==> config.mk <==
export PLATFORM = sky130hd
export DESIGN_NAME = cpu_8bit_bcd_execute_unit
export DESIGN_NICKNAME = d
export VERILOG_FILES = /design/src/sv/cbeu_pkg.sv /design/src/sv/cbeu_ram.sv /design/src/sv/cbeu_alu.sv /design/src/sv/cpu_8bit_bcd_execute_unit.sv
export SDC_FILE = /design/constraint.sdc
export NUM_CORES = 2
export LEC_CHECK = 0
export ABC_AREA = 1
export BUFFER_PORTS_ARGS = -buffer_cell sky130_fd_sc_hd__buf_2
export CAP_MARGIN = 10
export CORE_MARGIN = 3
export CORE_UTILIZATION = 50
export DETAILED_ROUTE_END_ITERATION = 6
export PLACE_DENSITY_LB_ADDON = 0.15
export SLEW_MARGIN = 20
export SYNTH_ARGS = -nofsm -noshare
export SYNTH_HDL_FRONTEND = slang
export SYNTH_SLANG_ARGS = --single-unit
==> constraint.sdc <==
create_clock -name i_clk -period 13.1 [get_ports i_clk]
set_input_delay 2.62 -clock i_clk [delete_from_list [all_inputs] [get_ports i_clk]]
set_output_delay 2.62 -clock i_clk [all_outputs]
set_load 0.02 [all_outputs]
==> src/sv/cbeu_pkg.sv <==
package cbeu_pkg;

    typedef enum logic [5:0] {
        OP_ADC, OP_AND, OP_ASL, OP_BCC, OP_BCS, OP_BEQ, OP_BIT, OP_BMI, OP_BNE, OP_BPL,
        OP_BRK, OP_BVC, OP_BVS, OP_CLC, OP_CLD, OP_CLI, OP_CLV, OP_CMP, OP_CPX, OP_CPY,
        OP_DEC, OP_DEX, OP_DEY, OP_EOR, OP_INC, OP_INX, OP_INY, OP_JMP, OP_JSR, OP_LDA,
        OP_LDX, OP_LDY, OP_LSR, OP_NOP, OP_ORA, OP_PHA, OP_PHP, OP_PLA, OP_PLP, OP_ROL,
        OP_ROR, OP_RTI, OP_RTS, OP_SBC, OP_SEC, OP_SED, OP_SEI, OP_STA, OP_STX, OP_STY,
        OP_TAX, OP_TAY, OP_TSX, OP_TXA, OP_TXS, OP_TYA
    } t_op;

    typedef struct packed {
        t_op                op;
        logic [7:0]         operand;
        logic               acc_mode;
        logic [15:0]        target;
        logic signed [7:0]  offset;
        logic [15:0]        next_pc;
    } t_in_word;

    typedef struct packed {
        logic        mem_write;
        logic [7:0]  mem_data;
        logic [15:0] new_pc;
        logic [7:0]  acc;
        logic [7:0]  index_x;
        logic [7:0]  index_y;
        logic [7:0]  flags;
        logic [7:0]  stack_ptr;
    } t_out_word;

    typedef struct packed {
        logic [7:0] a;
        logic [7:0] x;
        logic [7:0] y;
        logic [7:0] sp;
        logic [7:0] p;
    } t_regs;

    typedef logic [2:0][7:0] t_pull;

    localparam int unsigned StackDepth = 256;
    localparam int unsigned StackAw    = $clog2(StackDepth);
    localparam logic [7:0]  SpReset    = 8'hFD;
    localparam logic [7:0]  PReset     = 8'h24;
    localparam logic [7:0]  FlB        = 8'h10;
    localparam logic [7:0]  Fl1        = 8'h20;
    localparam logic [2:0]  RegBvAddr  = 3'd0;

    function automatic logic [1:0] acc_count(t_op op);
        unique case (op)
            OP_BRK, OP_RTI:                 acc_count = 2'd3;
            OP_JSR, OP_RTS:                 acc_count = 2'd2;
            OP_PHA, OP_PHP, OP_PLA, OP_PLP: acc_count = 2'd1;
            default:                        acc_count = 2'd0;
        endcase
    endfunction

    function automatic logic is_push(t_op op);
        is_push = (op == OP_BRK) || (op == OP_JSR) || (op == OP_PHA) || (op == OP_PHP);
    endfunction

endpackage

==> src/sv/cbeu_ram.sv <==
module cbeu_ram #(
    parameter int unsigned Width = 8,
    parameter int unsigned Depth = 256
) (
    input  logic                     i_clk,
    input  logic                     i_we,
    input  logic [$clog2(Depth)-1:0] i_waddr,
    input  logic [Width-1:0]         i_wdata,
    input  logic [$clog2(Depth)-1:0] i_raddr,
    output logic [Width-1:0]         o_rdata
);

    logic [Width-1:0] r_mem [Depth];
    logic [Width-1:0] r_rdata;

    always_ff @(posedge i_clk) begin
        if (i_we) begin
            r_mem[i_waddr] <= i_wdata;
        end
        r_rdata <= r_mem[i_raddr];
    end

    assign o_rdata = r_rdata;

endmodule

==> src/sv/cbeu_alu.sv <==
module cbeu_alu (
    input  cbeu_pkg::t_in_word  i_item,
    input  cbeu_pkg::t_regs     i_regs,
    input  cbeu_pkg::t_pull     i_pull,
    input  logic [15:0]         i_bv,
    output cbeu_pkg::t_out_word o_res,
    output cbeu_pkg::t_regs     o_regs
);

    always_comb begin
        logic [7:0]  a, x, y, sp, p, v, m, nz;
        logic [15:0] pc, rel, s;
        logic [8:0]  sum, cmpd;
        logic [5:0]  lo;
        logic [9:0]  hi;
        logic        wr, modify, take, setnz, c;

        a = i_regs.a; x = i_regs.x; y = i_regs.y; sp = i_regs.sp; p = i_regs.p;
        v = i_item.operand;
        c = i_regs.p[0];
        pc = i_item.next_pc;
        rel = {{8{i_item.offset[7]}}, i_item.offset};
        wr = 1'b0; m = 8'h00; modify = 1'b0; take = 1'b0; setnz = 1'b0; nz = 8'h00;
        sum = 9'h000; cmpd = 9'h000; lo = 6'h00; hi = 10'h000; s = 16'h0000;

        unique case (i_item.op)
            cbeu_pkg::OP_ADC, cbeu_pkg::OP_SBC: begin
                if (i_regs.p[3] && i_item.op == cbeu_pkg::OP_ADC) begin
                    lo = {2'b00, a[3:0]} + {2'b00, v[3:0]} + {5'b0, c};
                    hi = {2'b00, a[7:4], 4'h0} + {2'b00, v[7:4], 4'h0};
                    if (lo > 6'h09) begin
                        hi = hi + 10'h010;
                        lo = lo + 6'h06;
                    end
                    if (hi > 10'h090) hi = hi + 10'h060;
                    p[0] = hi[9:8] != 2'b00;
                    a = {hi[7:4], lo[3:0]};
                end else if (i_regs.p[3]) begin
                    s = {8'h00, a} - {12'h000, v[3:0]} + {15'h0, c} - 16'd1;
                    if (s[3:0] > a[3:0]) s = s - 16'd6;
                    s = s - {8'h00, v[7:4], 4'h0};
                    if ({s[15:4], 4'h0} > {8'h00, a[7:4], 4'h0}) s = s - 16'h0060;
                    p[0] = s <= {8'h00, a};
                    a = s[7:0];
                end else begin
                    if (i_item.op == cbeu_pkg::OP_SBC) v = ~v;
                    sum = {1'b0, a} + {1'b0, v} + {8'h00, c};
                    p[0] = sum[8];
                    p[6] = (sum[7] ^ a[7]) & (sum[7] ^ v[7]);
                    a = sum[7:0];
                end
                setnz = 1'b1; nz = a;
            end
            cbeu_pkg::OP_AND: begin a = a & v; setnz = 1'b1; nz = a; end
            cbeu_pkg::OP_ORA: begin a = a | v; setnz = 1'b1; nz = a; end
            cbeu_pkg::OP_EOR: begin a = a ^ v; setnz = 1'b1; nz = a; end
            cbeu_pkg::OP_ASL: begin m = {v[6:0], 1'b0}; p[0] = v[7]; modify = 1'b1; end
            cbeu_pkg::OP_ROL: begin m = {v[6:0], c};    p[0] = v[7]; modify = 1'b1; end
            cbeu_pkg::OP_LSR: begin m = {1'b0, v[7:1]}; p[0] = v[0]; modify = 1'b1; end
            cbeu_pkg::OP_ROR: begin m = {c, v[7:1]};    p[0] = v[0]; modify = 1'b1; end
            cbeu_pkg::OP_INC: begin m = v + 8'd1; modify = 1'b1; end
            cbeu_pkg::OP_DEC: begin m = v - 8'd1; modify = 1'b1; end
            cbeu_pkg::OP_BCC: take = !i_regs.p[0];
            cbeu_pkg::OP_BCS: take = i_regs.p[0];
            cbeu_pkg::OP_BEQ: take = i_regs.p[1];
            cbeu_pkg::OP_BNE: take = !i_regs.p[1];
            cbeu_pkg::OP_BMI: take = i_regs.p[7];
            cbeu_pkg::OP_BPL: take = !i_regs.p[7];
            cbeu_pkg::OP_BVC: take = !i_regs.p[6];
            cbeu_pkg::OP_BVS: take = i_regs.p[6];
            cbeu_pkg::OP_BIT: begin
                p[1] = (a & v) == 8'h00;
                p[7:6] = v[7:6];
            end
            cbeu_pkg::OP_BRK: begin
                p[2] = 1'b1; p[3] = 1'b0; pc = i_bv;
            end
            cbeu_pkg::OP_CLC: p[0] = 1'b0;
            cbeu_pkg::OP_CLD: p[3] = 1'b0;
            cbeu_pkg::OP_CLI: p[2] = 1'b0;
            cbeu_pkg::OP_CLV: p[6] = 1'b0;
            cbeu_pkg::OP_SEC: p[0] = 1'b1;
            cbeu_pkg::OP_SED: p[3] = 1'b1;
            cbeu_pkg::OP_SEI: p[2] = 1'b1;
            cbeu_pkg::OP_CMP, cbeu_pkg::OP_CPX, cbeu_pkg::OP_CPY: begin
                if (i_item.op == cbeu_pkg::OP_CMP) cmpd = {1'b0, a} - {1'b0, v};
                else if (i_item.op == cbeu_pkg::OP_CPX) cmpd = {1'b0, x} - {1'b0, v};
                else cmpd = {1'b0, y} - {1'b0, v};
                p[0] = !cmpd[8];
                setnz = 1'b1; nz = cmpd[7:0];
            end
            cbeu_pkg::OP_DEX: begin x = x - 8'd1; setnz = 1'b1; nz = x; end
            cbeu_pkg::OP_DEY: begin y = y - 8'd1; setnz = 1'b1; nz = y; end
            cbeu_pkg::OP_INX: begin x = x + 8'd1; setnz = 1'b1; nz = x; end
            cbeu_pkg::OP_INY: begin y = y + 8'd1; setnz = 1'b1; nz = y; end
            cbeu_pkg::OP_JMP, cbeu_pkg::OP_JSR: pc = i_item.target;
            cbeu_pkg::OP_RTS: pc = {i_pull[1], i_pull[0]} + 16'd1;
            cbeu_pkg::OP_RTI: begin p = i_pull[0]; pc = {i_pull[2], i_pull[1]}; end
            cbeu_pkg::OP_LDA: begin a = v; setnz = 1'b1; nz = a; end
            cbeu_pkg::OP_LDX: begin x = v; setnz = 1'b1; nz = x; end
            cbeu_pkg::OP_LDY: begin y = v; setnz = 1'b1; nz = y; end
            cbeu_pkg::OP_PLA: begin a = i_pull[0]; setnz = 1'b1; nz = a; end
            cbeu_pkg::OP_PLP: p = i_pull[0] | cbeu_pkg::Fl1;
            cbeu_pkg::OP_STA: begin wr = 1'b1; m = a; end
            cbeu_pkg::OP_STX: begin wr = 1'b1; m = x; end
            cbeu_pkg::OP_STY: begin wr = 1'b1; m = y; end
            cbeu_pkg::OP_TAX: begin x = a; setnz = 1'b1; nz = x; end
            cbeu_pkg::OP_TAY: begin y = a; setnz = 1'b1; nz = y; end
            cbeu_pkg::OP_TSX: begin x = sp; setnz = 1'b1; nz = x; end
            cbeu_pkg::OP_TXA: begin a = x; setnz = 1'b1; nz = a; end
            cbeu_pkg::OP_TXS: sp = x;
            cbeu_pkg::OP_TYA: begin a = y; setnz = 1'b1; nz = a; end
            default: ;
        endcase

        if (modify) begin
            setnz = 1'b1; nz = m;
            if (i_item.acc_mode) begin
                a = m; m = 8'h00;
            end else begin
                wr = 1'b1;
            end
        end
        if (setnz) begin
            p[1] = nz == 8'h00;
            p[7] = nz[7];
        end
        if (take) pc = pc + rel;

        o_res.mem_write = wr;
        o_res.mem_data  = wr ? m : 8'h00;
        o_res.new_pc    = pc;
        o_res.acc       = a;
        o_res.index_x   = x;
        o_res.index_y   = y;
        o_res.flags     = p;
        o_res.stack_ptr = sp;
        o_regs.a  = a;
        o_regs.x  = x;
        o_regs.y  = y;
        o_regs.sp = sp;
        o_regs.p  = p;
    end

endmodule

==> src/sv/cpu_8bit_bcd_execute_unit.sv <==
// Words without stack traffic go through the ALU into the output register; stack words first
// push or pull their bytes one at a time through the stack page RAM (pulls via its registered read).
// Throughput: 1 word per cycle without stack traffic while i_stall does not hold the output;
// stack words hold o_stall until their stack bytes are moved, and a new word is taken as one leaves.
// Reset: A=X=Y=0, SP=FD, P=24, break vector 0, all stack bytes read as zero.
module cpu_8bit_bcd_execute_unit (
    input  logic                 i_clk,
    input  logic                 i_rst_n,
    input  logic                 i_valid,
    output logic                 o_stall,
    input  cbeu_pkg::t_in_word   i_in,
    output logic                 o_valid,
    input  logic                 i_stall,
    output cbeu_pkg::t_out_word  o_out,
    input  logic                 psel,
    input  logic                 penable,
    input  logic                 pwrite,
    input  logic [2:0]           paddr,
    input  logic [31:0]          pwdata,
    output logic [31:0]          prdata,
    output logic                 pready
);

    cbeu_pkg::t_in_word  r_item;
    cbeu_pkg::t_out_word r_out, alu_res;
    cbeu_pkg::t_regs     r_regs, alu_regs, n_regs;
    cbeu_pkg::t_pull     r_pull;
    logic                r_busy, r_pend, r_rvld, r_ovalid;
    logic [1:0]          r_cnt;
    logic [15:0]         r_bv;
    logic [cbeu_pkg::StackDepth-1:0] r_vld;

    logic [1:0]  need_n;
    logic        push, step, fin, out_free, go, accept, we;
    logic [7:0]  raddr, wdata, rdata;
    logic [15:0] pc_m1, pc_p1;

    assign need_n   = cbeu_pkg::acc_count(r_item.op);
    assign push     = cbeu_pkg::is_push(r_item.op);
    assign step     = r_busy && (r_cnt != need_n);
    assign fin      = r_busy && (r_cnt == need_n) && !r_pend;
    assign out_free = !r_ovalid || !i_stall;
    assign go       = fin && out_free;
    assign o_stall  = r_busy && !go;
    assign accept   = i_valid && !o_stall;
    assign we       = step && push;
    assign raddr    = r_regs.sp + 8'd1;
    assign pc_m1    = r_item.next_pc - 16'd1;
    assign pc_p1    = r_item.next_pc + 16'd1;

    always_comb begin
        wdata = r_regs.a;
        case (r_item.op)
            cbeu_pkg::OP_JSR: wdata = (r_cnt == 2'd0) ? pc_m1[15:8] : pc_m1[7:0];
            cbeu_pkg::OP_BRK: begin
                if (r_cnt == 2'd0) wdata = pc_p1[15:8];
                else if (r_cnt == 2'd1) wdata = pc_p1[7:0];
                else wdata = r_regs.p | cbeu_pkg::FlB;
            end
            cbeu_pkg::OP_PHP: wdata = r_regs.p | cbeu_pkg::FlB;
            default: wdata = r_regs.a;
        endcase
    end

    cbeu_ram #(
        .Width (8),
        .Depth (cbeu_pkg::StackDepth)
    ) u_stack (
        .i_clk   (i_clk),
        .i_we    (we),
        .i_waddr (r_regs.sp),
        .i_wdata (wdata),
        .i_raddr (raddr),
        .o_rdata (rdata)
    );

    cbeu_alu u_alu (
        .i_item (r_item),
        .i_regs (r_regs),
        .i_pull (r_pull),
        .i_bv   (r_bv),
        .o_res  (alu_res),
        .o_regs (alu_regs)
    );

    always_comb begin
        n_regs = r_regs;
        if (step) begin
            n_regs.sp = push ? r_regs.sp - 8'd1 : raddr;
        end else if (go) begin
            n_regs = alu_regs;
        end
    end

    always_ff @(posedge i_clk) begin
        if (!i_rst_n) begin
            r_busy   <= 1'b0;
            r_cnt    <= 2'd0;
            r_pend   <= 1'b0;
            r_ovalid <= 1'b0;
            r_vld    <= '0;
            r_bv     <= 16'h0000;
            r_regs   <= '{a: 8'h00, x: 8'h00, y: 8'h00,
                          sp: cbeu_pkg::SpReset, p: cbeu_pkg::PReset};
        end else begin
            r_regs <= n_regs;
            r_pend <= step && !push;
            if (step) r_cnt <= r_cnt + 2'd1;
            if (we) r_vld[r_regs.sp] <= 1'b1;
            if (accept) begin
                r_busy <= 1'b1;
                r_cnt  <= 2'd0;
            end else if (go) begin
                r_busy <= 1'b0;
            end
            if (go) r_ovalid <= 1'b1;
            else if (!i_stall) r_ovalid <= 1'b0;
            if (psel && penable && pwrite && pready && paddr[2] == cbeu_pkg::RegBvAddr[2]) begin
                r_bv <= pwdata[15:0];
            end
        end
    end

    always_ff @(posedge i_clk) begin
        r_rvld <= r_vld[raddr];
        if (accept) r_item <= i_in;
        if (r_pend) r_pull[r_cnt - 2'd1] <= r_rvld ? rdata : 8'h00;
        if (go) r_out <= alu_res;
    end

    assign o_valid = r_ovalid;
    assign o_out   = r_out;
    assign pready  = 1'b1;
    assign prdata  = (paddr[2] == cbeu_pkg::RegBvAddr[2]) ? {16'h0000, r_bv} : 32'h0000_0000;

endmodule

After elaboration in Yosys (flattened, before gate mapping):

Memories as Yosys holds them, arrays and structs flattened. A register that Yosys moved wholly into a read port is not among the register bits.
Index checks and enable logic that the tools add are counted.

* output and inout bits: 100
* memories: 1
* register bits: 462
* bits in writable memories: 2048
* input bits: 97

Memory list
* u_stack.r_mem: words 256, width 8, rd ports 1, clocked after memory_dff 1, wr ports 1, RTL line cbeu_ram.sv:13 `logic [Width-1:0] r_mem [Depth];`

* $lt $le $gt $ge: 10
* equal/unequal tests: 58
* $add $sub $neg: 31
* multiplexer cells: 80
* bitwise gates (word level): 11
* reduce and logical (&&, ||, !) cells: 54

Operators with widths (number)
* $or 256x256->256: 1
* $mux 16: 11
* $mux 8: 19
* $eq 6x6->1 const B: 23
* $pmux 8 s15: 1
* $eq 6x5->1 const B: 16
* $pmux 8 s9: 1
* $pmux 16 s4: 1
* $pmux 8 s8: 1
* $mux 10: 6
* $eq 6x4->1 const B: 8
* $pmux 8 s5: 1
* $add 16x1->16 const B: 2
* $add 8x1->8 const B: 4
* $pmux 8 s4: 1
* $sub 16x1->16 const B: 2
* $sub 8x1->8 const B: 4
* $mux 9: 3
* $sub 8x8->9: 3
* $bwmux 24: 1
* $eq 6x3->1 const B: 4
* $pmux 8 s3: 1
* $reduce_or 2->1: 11
* $reduce_or 21->1: 1
* 60 further kinds: 118

Longest topological paths before layout:

* depth after elaboration: 22
* depth in mapped cells: 52
* depth with buffers taken out: 52

Modules after synthesis:

Synthesis repeated with hierarchy kept, for this count alone.

* cells, all modules: 10943
* area, all modules: 111583.3 um^2

Modules (own cells, without submodules)
* cbeu_ram: area each 83396.2 um^2, instances 1, cells an instance 7003, seq. area each 61659.1 um^2
* cpu_8bit_bcd_execute_unit: area each 20146.8 um^2, instances 1, cells an instance 2486, seq. area each 10690.3 um^2
* cbeu_alu: area each 8040.2 um^2, instances 1, cells an instance 1454, seq. area each 0.0 um^2

Least setup slack after synthesis:

Ideal clock, no wire load.

* path type: reg2reg
* start point: reg r_item[0] (netlist name)
* end point: mem u_stack.r_mem[0][4], data pin
* cell stages (with the launch flop): 16
* arrival: 9.271 ns
* required time: 11.401 ns
* path slack: 2.130 ns
* setup time: 1.699 ns
* cells stage by stage: edfxtp_1 ha_1 nand2_1 nor2_1 inv_1 nor3_1 nand2_1 nor2_1 inv_1 nor2_1 inv_1 nor2_1 nand2_1 o21ai_0 o311ai_0 a32oi_1

* word-level cells in the longest chain between the ends: 4

RTL lines
* start: declaration: RTL line cpu_8bit_bcd_execute_unit.sv:24 `cbeu_pkg::t_in_word r_item;`
* start signal: assignment: RTL line cpu_8bit_bcd_execute_unit.sv:126 `if (accept) r_item <= i_in;`
* $add 16x1->16: RTL line cpu_8bit_bcd_execute_unit.sv:49 `assign pc_p1 = r_item.next_pc + 16'd1;`
* $mux 8: RTL line cpu_8bit_bcd_execute_unit.sv:57 `else if (r_cnt == 2'd1) wdata = pc_p1[7:0];`
* $mux 8: RTL line cpu_8bit_bcd_execute_unit.sv:56 `if (r_cnt == 2'd0) wdata = pc_p1[15:8];`
* $pmux 8 s3 *: RTL line cpu_8bit_bcd_execute_unit.sv:53 `case (r_item.op)`
* named net u_stack.i_wdata[4]: RTL line cbeu_ram.sv:8 `input logic [Width-1:0] i_wdata,`
* end: declaration: RTL line cbeu_ram.sv:13

Mark *: on every way through the listed nets, which the timed path passes. The rest lies on a longest branch.

Final worst setup path:

* start point: reg r_item[41] (netlist name)
* end point: reg r_regs[0] (netlist name)

* word-level cells in the longest chain between the ends: 18

RTL lines
* $sub 8x4->9: RTL line cbeu_alu.sv:39 `s = {8'h00, a} - {12'h000, v[3:0]} + {15'h0, c} - 16'd1;`
* $add 16x1->16: RTL line cbeu_alu.sv:39
* $sub 16x1->16: RTL line cbeu_alu.sv:39
* $sub 16x3->16 or $gt 4x4->1 (tied branches): RTL line cbeu_alu.sv:40 `if (s[3:0] > a[3:0]) s = s - 16'd6;`
* $mux 16: RTL line cbeu_alu.sv:40
* $mux 16: RTL line cbeu_alu.sv:38 `end else if (i_regs.p[3]) begin`
* $mux 16: RTL line cbeu_alu.sv:28 `if (i_regs.p[3] && i_item.op == cbeu_pkg::OP_ADC) begin`
* $mux 16: RTL line cbeu_alu.sv:26 `unique case (i_item.op)`
* (+2 left out)
* $mux 16: RTL line cbeu_alu.sv:42 `if ({s[15:4], 4'h0} > {8'h00, a[7:4], 4'h0}) s = s - 16'h0060;`
* $mux 16: RTL line cbeu_alu.sv:38
* $mux 16: RTL line cbeu_alu.sv:28
* $mux 16: RTL line cbeu_alu.sv:26
* $le 16x8->1: RTL line cbeu_alu.sv:43 `p[0] = s <= {8'h00, a};`
* $mux 1: RTL line cbeu_alu.sv:38
* $mux 1: RTL line cbeu_alu.sv:28
* $pmux 1 s7 *: RTL line cbeu_alu.sv:26
* end signal: assignment: RTL line cpu_8bit_bcd_execute_unit.sv:103 `r_regs <= '{a: 8'h00, x: 8'h00, y: 8'h00,`
* end signal: assignment: RTL line cpu_8bit_bcd_execute_unit.sv:106 `r_regs <= n_regs;`
* end: declaration: RTL line cpu_8bit_bcd_execute_unit.sv:26 `cbeu_pkg::t_regs r_regs, alu_regs, n_regs;`

Every way passes the cells marked *; elsewhere a longest branch is shown, timed or not. The select of a mux whose other input is x is not followed.
A chain may end at the register's enable or synchronous reset.

==> results.sh <==
export IMPL_peakVddDrop_mv=0.1536
export IMPL_status="finished, final reports clean"
export IMPL_fin_worst_skew_ns=0.06962
export IMPL_period_needed_ns=7.755
export IMPL_path_common_cell="nand2_1"
export IMPL_drt_iter0_drc=8971
export IMPL_hpwl_mm=189.1
export IMPL_total_leakage_power_nw=39.71
export IMPL_syn_avg_cell_area_um2=11.37
export IMPL_cts_tree="yes"
export IMPL_core_area_um2=210800
export IMPL_endpoint_kind="flop"
export IMPL_antenna_found_initial=6
export IMPL_synthFlopType="edfxtp_1"
export IMPL_fin_crit_sh_pct=59.20
export IMPL_cap_violations=0
export IMPL_cp_max_fo=13
export IMPL_cts_root_buf="clkbuf_16"
export IMPL_htreeDepth=5
export IMPL_viasPerCell=6.155
export IMPL_syn2layout_area_growth_pct=10.75
export IMPL_p_per_area_nw_per_um2=196.5
export IMPL_start_util_pct=50.58
export IMPL_hp_class="reg2reg"
export IMPL_grt_max_degree=209
export IMPL_yosys_warnings=0
export IMPL_totalWireLength_mm=321.7
export IMPL_clkSlewWorstSetupHoldPaths_ns=0.08
export IMPL_ys_top_cells_by_area="edfxtp_1 62%, o21ai_0 7.9%, nor2_1 6.9%"
export IMPL_nets=9526
export IMPL_ys_ff_latch=2518
export IMPL_synth_edf_count=2192
export IMPL_arrival_ns=8.56
export IMPL_grt_pass1_vias=70290
export IMPL_clkSinkCount=2518
export IMPL_netlist_area_leader_share_pct=61.72
export IMPL_rsz0062_at_grt="false"
export IMPL_setup_violations=0
export IMPL_grt_usage_pct=28.68
export IMPL_synth_seq_area_share_pct=67.84
export IMPL_post_cts_resized=0
export IMPL_hold_violations=0
export IMPL_dr_pass1_iters=6
export IMPL_port_buffers=161
export IMPL_vias=75880
export IMPL_numCtsBuffers=279
export IMPL_setup_tns_ns=0
export IMPL_final_common_cell="edfxtp_1"
export IMPL_rows=168
export IMPL_chipHeight_um=467.8
export IMPL_io_pins=197
export IMPL_insertion_delay_ns=0.94
export IMPL_design_die_area_um2=218900
export IMPL_ant_nets=0
export IMPL_nFillCells=17520
export IMPL_whs_ns=0.4579
export IMPL_cts_hold_buf=0
export IMPL_layout_drive_gt1_share_pct=9.074
export IMPL_wire_per_inst_um=26.09
export IMPL_final_max_slew_viol_count=0
export IMPL_postCtsSetupRepairBufs=0
export IMPL_yosysTopAreaCell="edfxtp_1"
export IMPL_layout_common_cells="2192 x edfxtp_1, 1961 x nor2_1, 1674 x o21ai_0"
export IMPL_cts_buffer_depth=4
export IMPL_overflow=0
export IMPL_chipWidth_um=467.8
export IMPL_syn_area_um2=106600
export IMPL_grt_first_pass_wirelength_mm=470.5
export IMPL_synth_cell_types=67
export IMPL_tightest_slew_ns=1.235
export IMPL_fmax_mhz=128.9
export IMPL_drc=0
export IMPL_slowest_stage="edfxtp_1"
export IMPL_crit_type="reg2reg"
export IMPL_cpPeakStageDelay_ns=0.87
export IMPL_slew_headroom_pct=17.41
export IMPL_syn_inst=9381
export IMPL_synthArstFlopShare_pct=0
export IMPL_gp_congestion=0.9415
export IMPL_startpoint_type="flop"
export IMPL_required_ns=13.90
export IMPL_total_power_mw=23.21
-- cell type report --
type                       count  area [um^2]  share of cell area, %
clock buffer                 381         7630                  6.459
timing repair buffer         271         1824                  1.544
antenna                        1        2.502               0.002119
inverter                     363         1395                  1.181
multi-input combinational   5887        30590                  25.90
clock inverter               102        815.8                 0.6907
tap                         2805         3510                  2.971
sequential                  2518        72350                  61.25
-- routing by layer --
layer | wire length [um] | GRT usage, %
met2 | 146800 | 44.48
met4 | 14790 | 12.12
met5 | 62 | 0
met1 | 131300 | 40.10
met3 | 28700 | 5.005
-- registers in the layout, summed over array words and instances, names as in the netlist --
register         count
r_vld              256
u_stack.o_rdata      8
o_out               65
u_stack.r_mem     2048
r_rvld               1
r_bv                16
o_valid              1
r_pull              24
r_busy               1
r_cnt                2
r_regs              40
r_pend               1
r_item              55
-- path summary, 6_finish.rpt --
check	to	depth (start not counted)	from	slack [ns]
max	r_regs[0]$_SDFFE_PN0P_	48	r_item[41]$_DFFE_PP_	5.34
min reg2reg	r_vld[52]$_SDFFE_PN0P_	1	r_vld[52]$_SDFFE_PN0P_	0.46
max reg2reg	r_regs[0]$_SDFFE_PN0P_	48	r_item[41]$_DFFE_PP_	5.34
min	r_vld[52]$_SDFFE_PN0P_	1	r_vld[52]$_SDFFE_PN0P_	0.46
-- synth_stat cells, types with 24 or more instances --
master,instances
nor2_4,34
clkbuf_1,538
dfxtp_1,326
a221oi_1,24
xor2_1,47
ha_1,100
nand3_1,93
a21oi_1,139
o211ai_1,26
nand2_1,378
nor3_1,44
o22ai_1,777
buf_2,45
nor2_1,1962
edfxtp_1,2192
o21ai_0,1674
inv_1,321
nor2_2,84
buf_4,24
inv_2,28
o21a_1,257
-- per-stage QoR --
step           area, um^2  std cells  utilization, %  setup slack [ns]
2_1_floorplan      106700       9396               -             2.130
3_3_place_gp       109600      11840           51.99             5.260
3_5_place_dp       109600      11840           51.99             5.495
4_1_cts            118100      12330           56.00             5.409
5_1_grt            118100      12330           56.02             4.663
6_report           118100      12330           56.02             5.345
-- where the power goes --
part / switching (mW) / total, mW / internal [mW]
Clock: 3.08 / 7.36 / 4.29
Combinational: 5.06 / 6.79 / 1.73
Sequential: 0.0801 / 9.06 / 8.98
-- kinds of logic after synthesis --
| logic type | count (synthesis) | share of synthesized area, % |
|---|---|---|
| flops | 2518 | 67.84 |
| compound gates | 3022 | 16.19 |
| xor+xnor | 64 | 0.5678 |
| simple gates | 2675 | 10.34 |
| other cells | 2 | 0.007042 |
| buf+inv | 991 | 3.711 |
| fa+ha+maj | 109 | 1.342 |
-- critical path: cells and delay by family, from the launching register on --
family	cells	cell delay, ns
AND/OR/NAND/NOR	25	2.61
adder cells (fa/ha/maj)	7	1.88
AO/OA/AOI/OAI	7	1.33
flip-flops	1	0.87
buffers and inverters	8	0.84
XOR/XNOR	1	0.17
(Power assumes the default switching activity.)
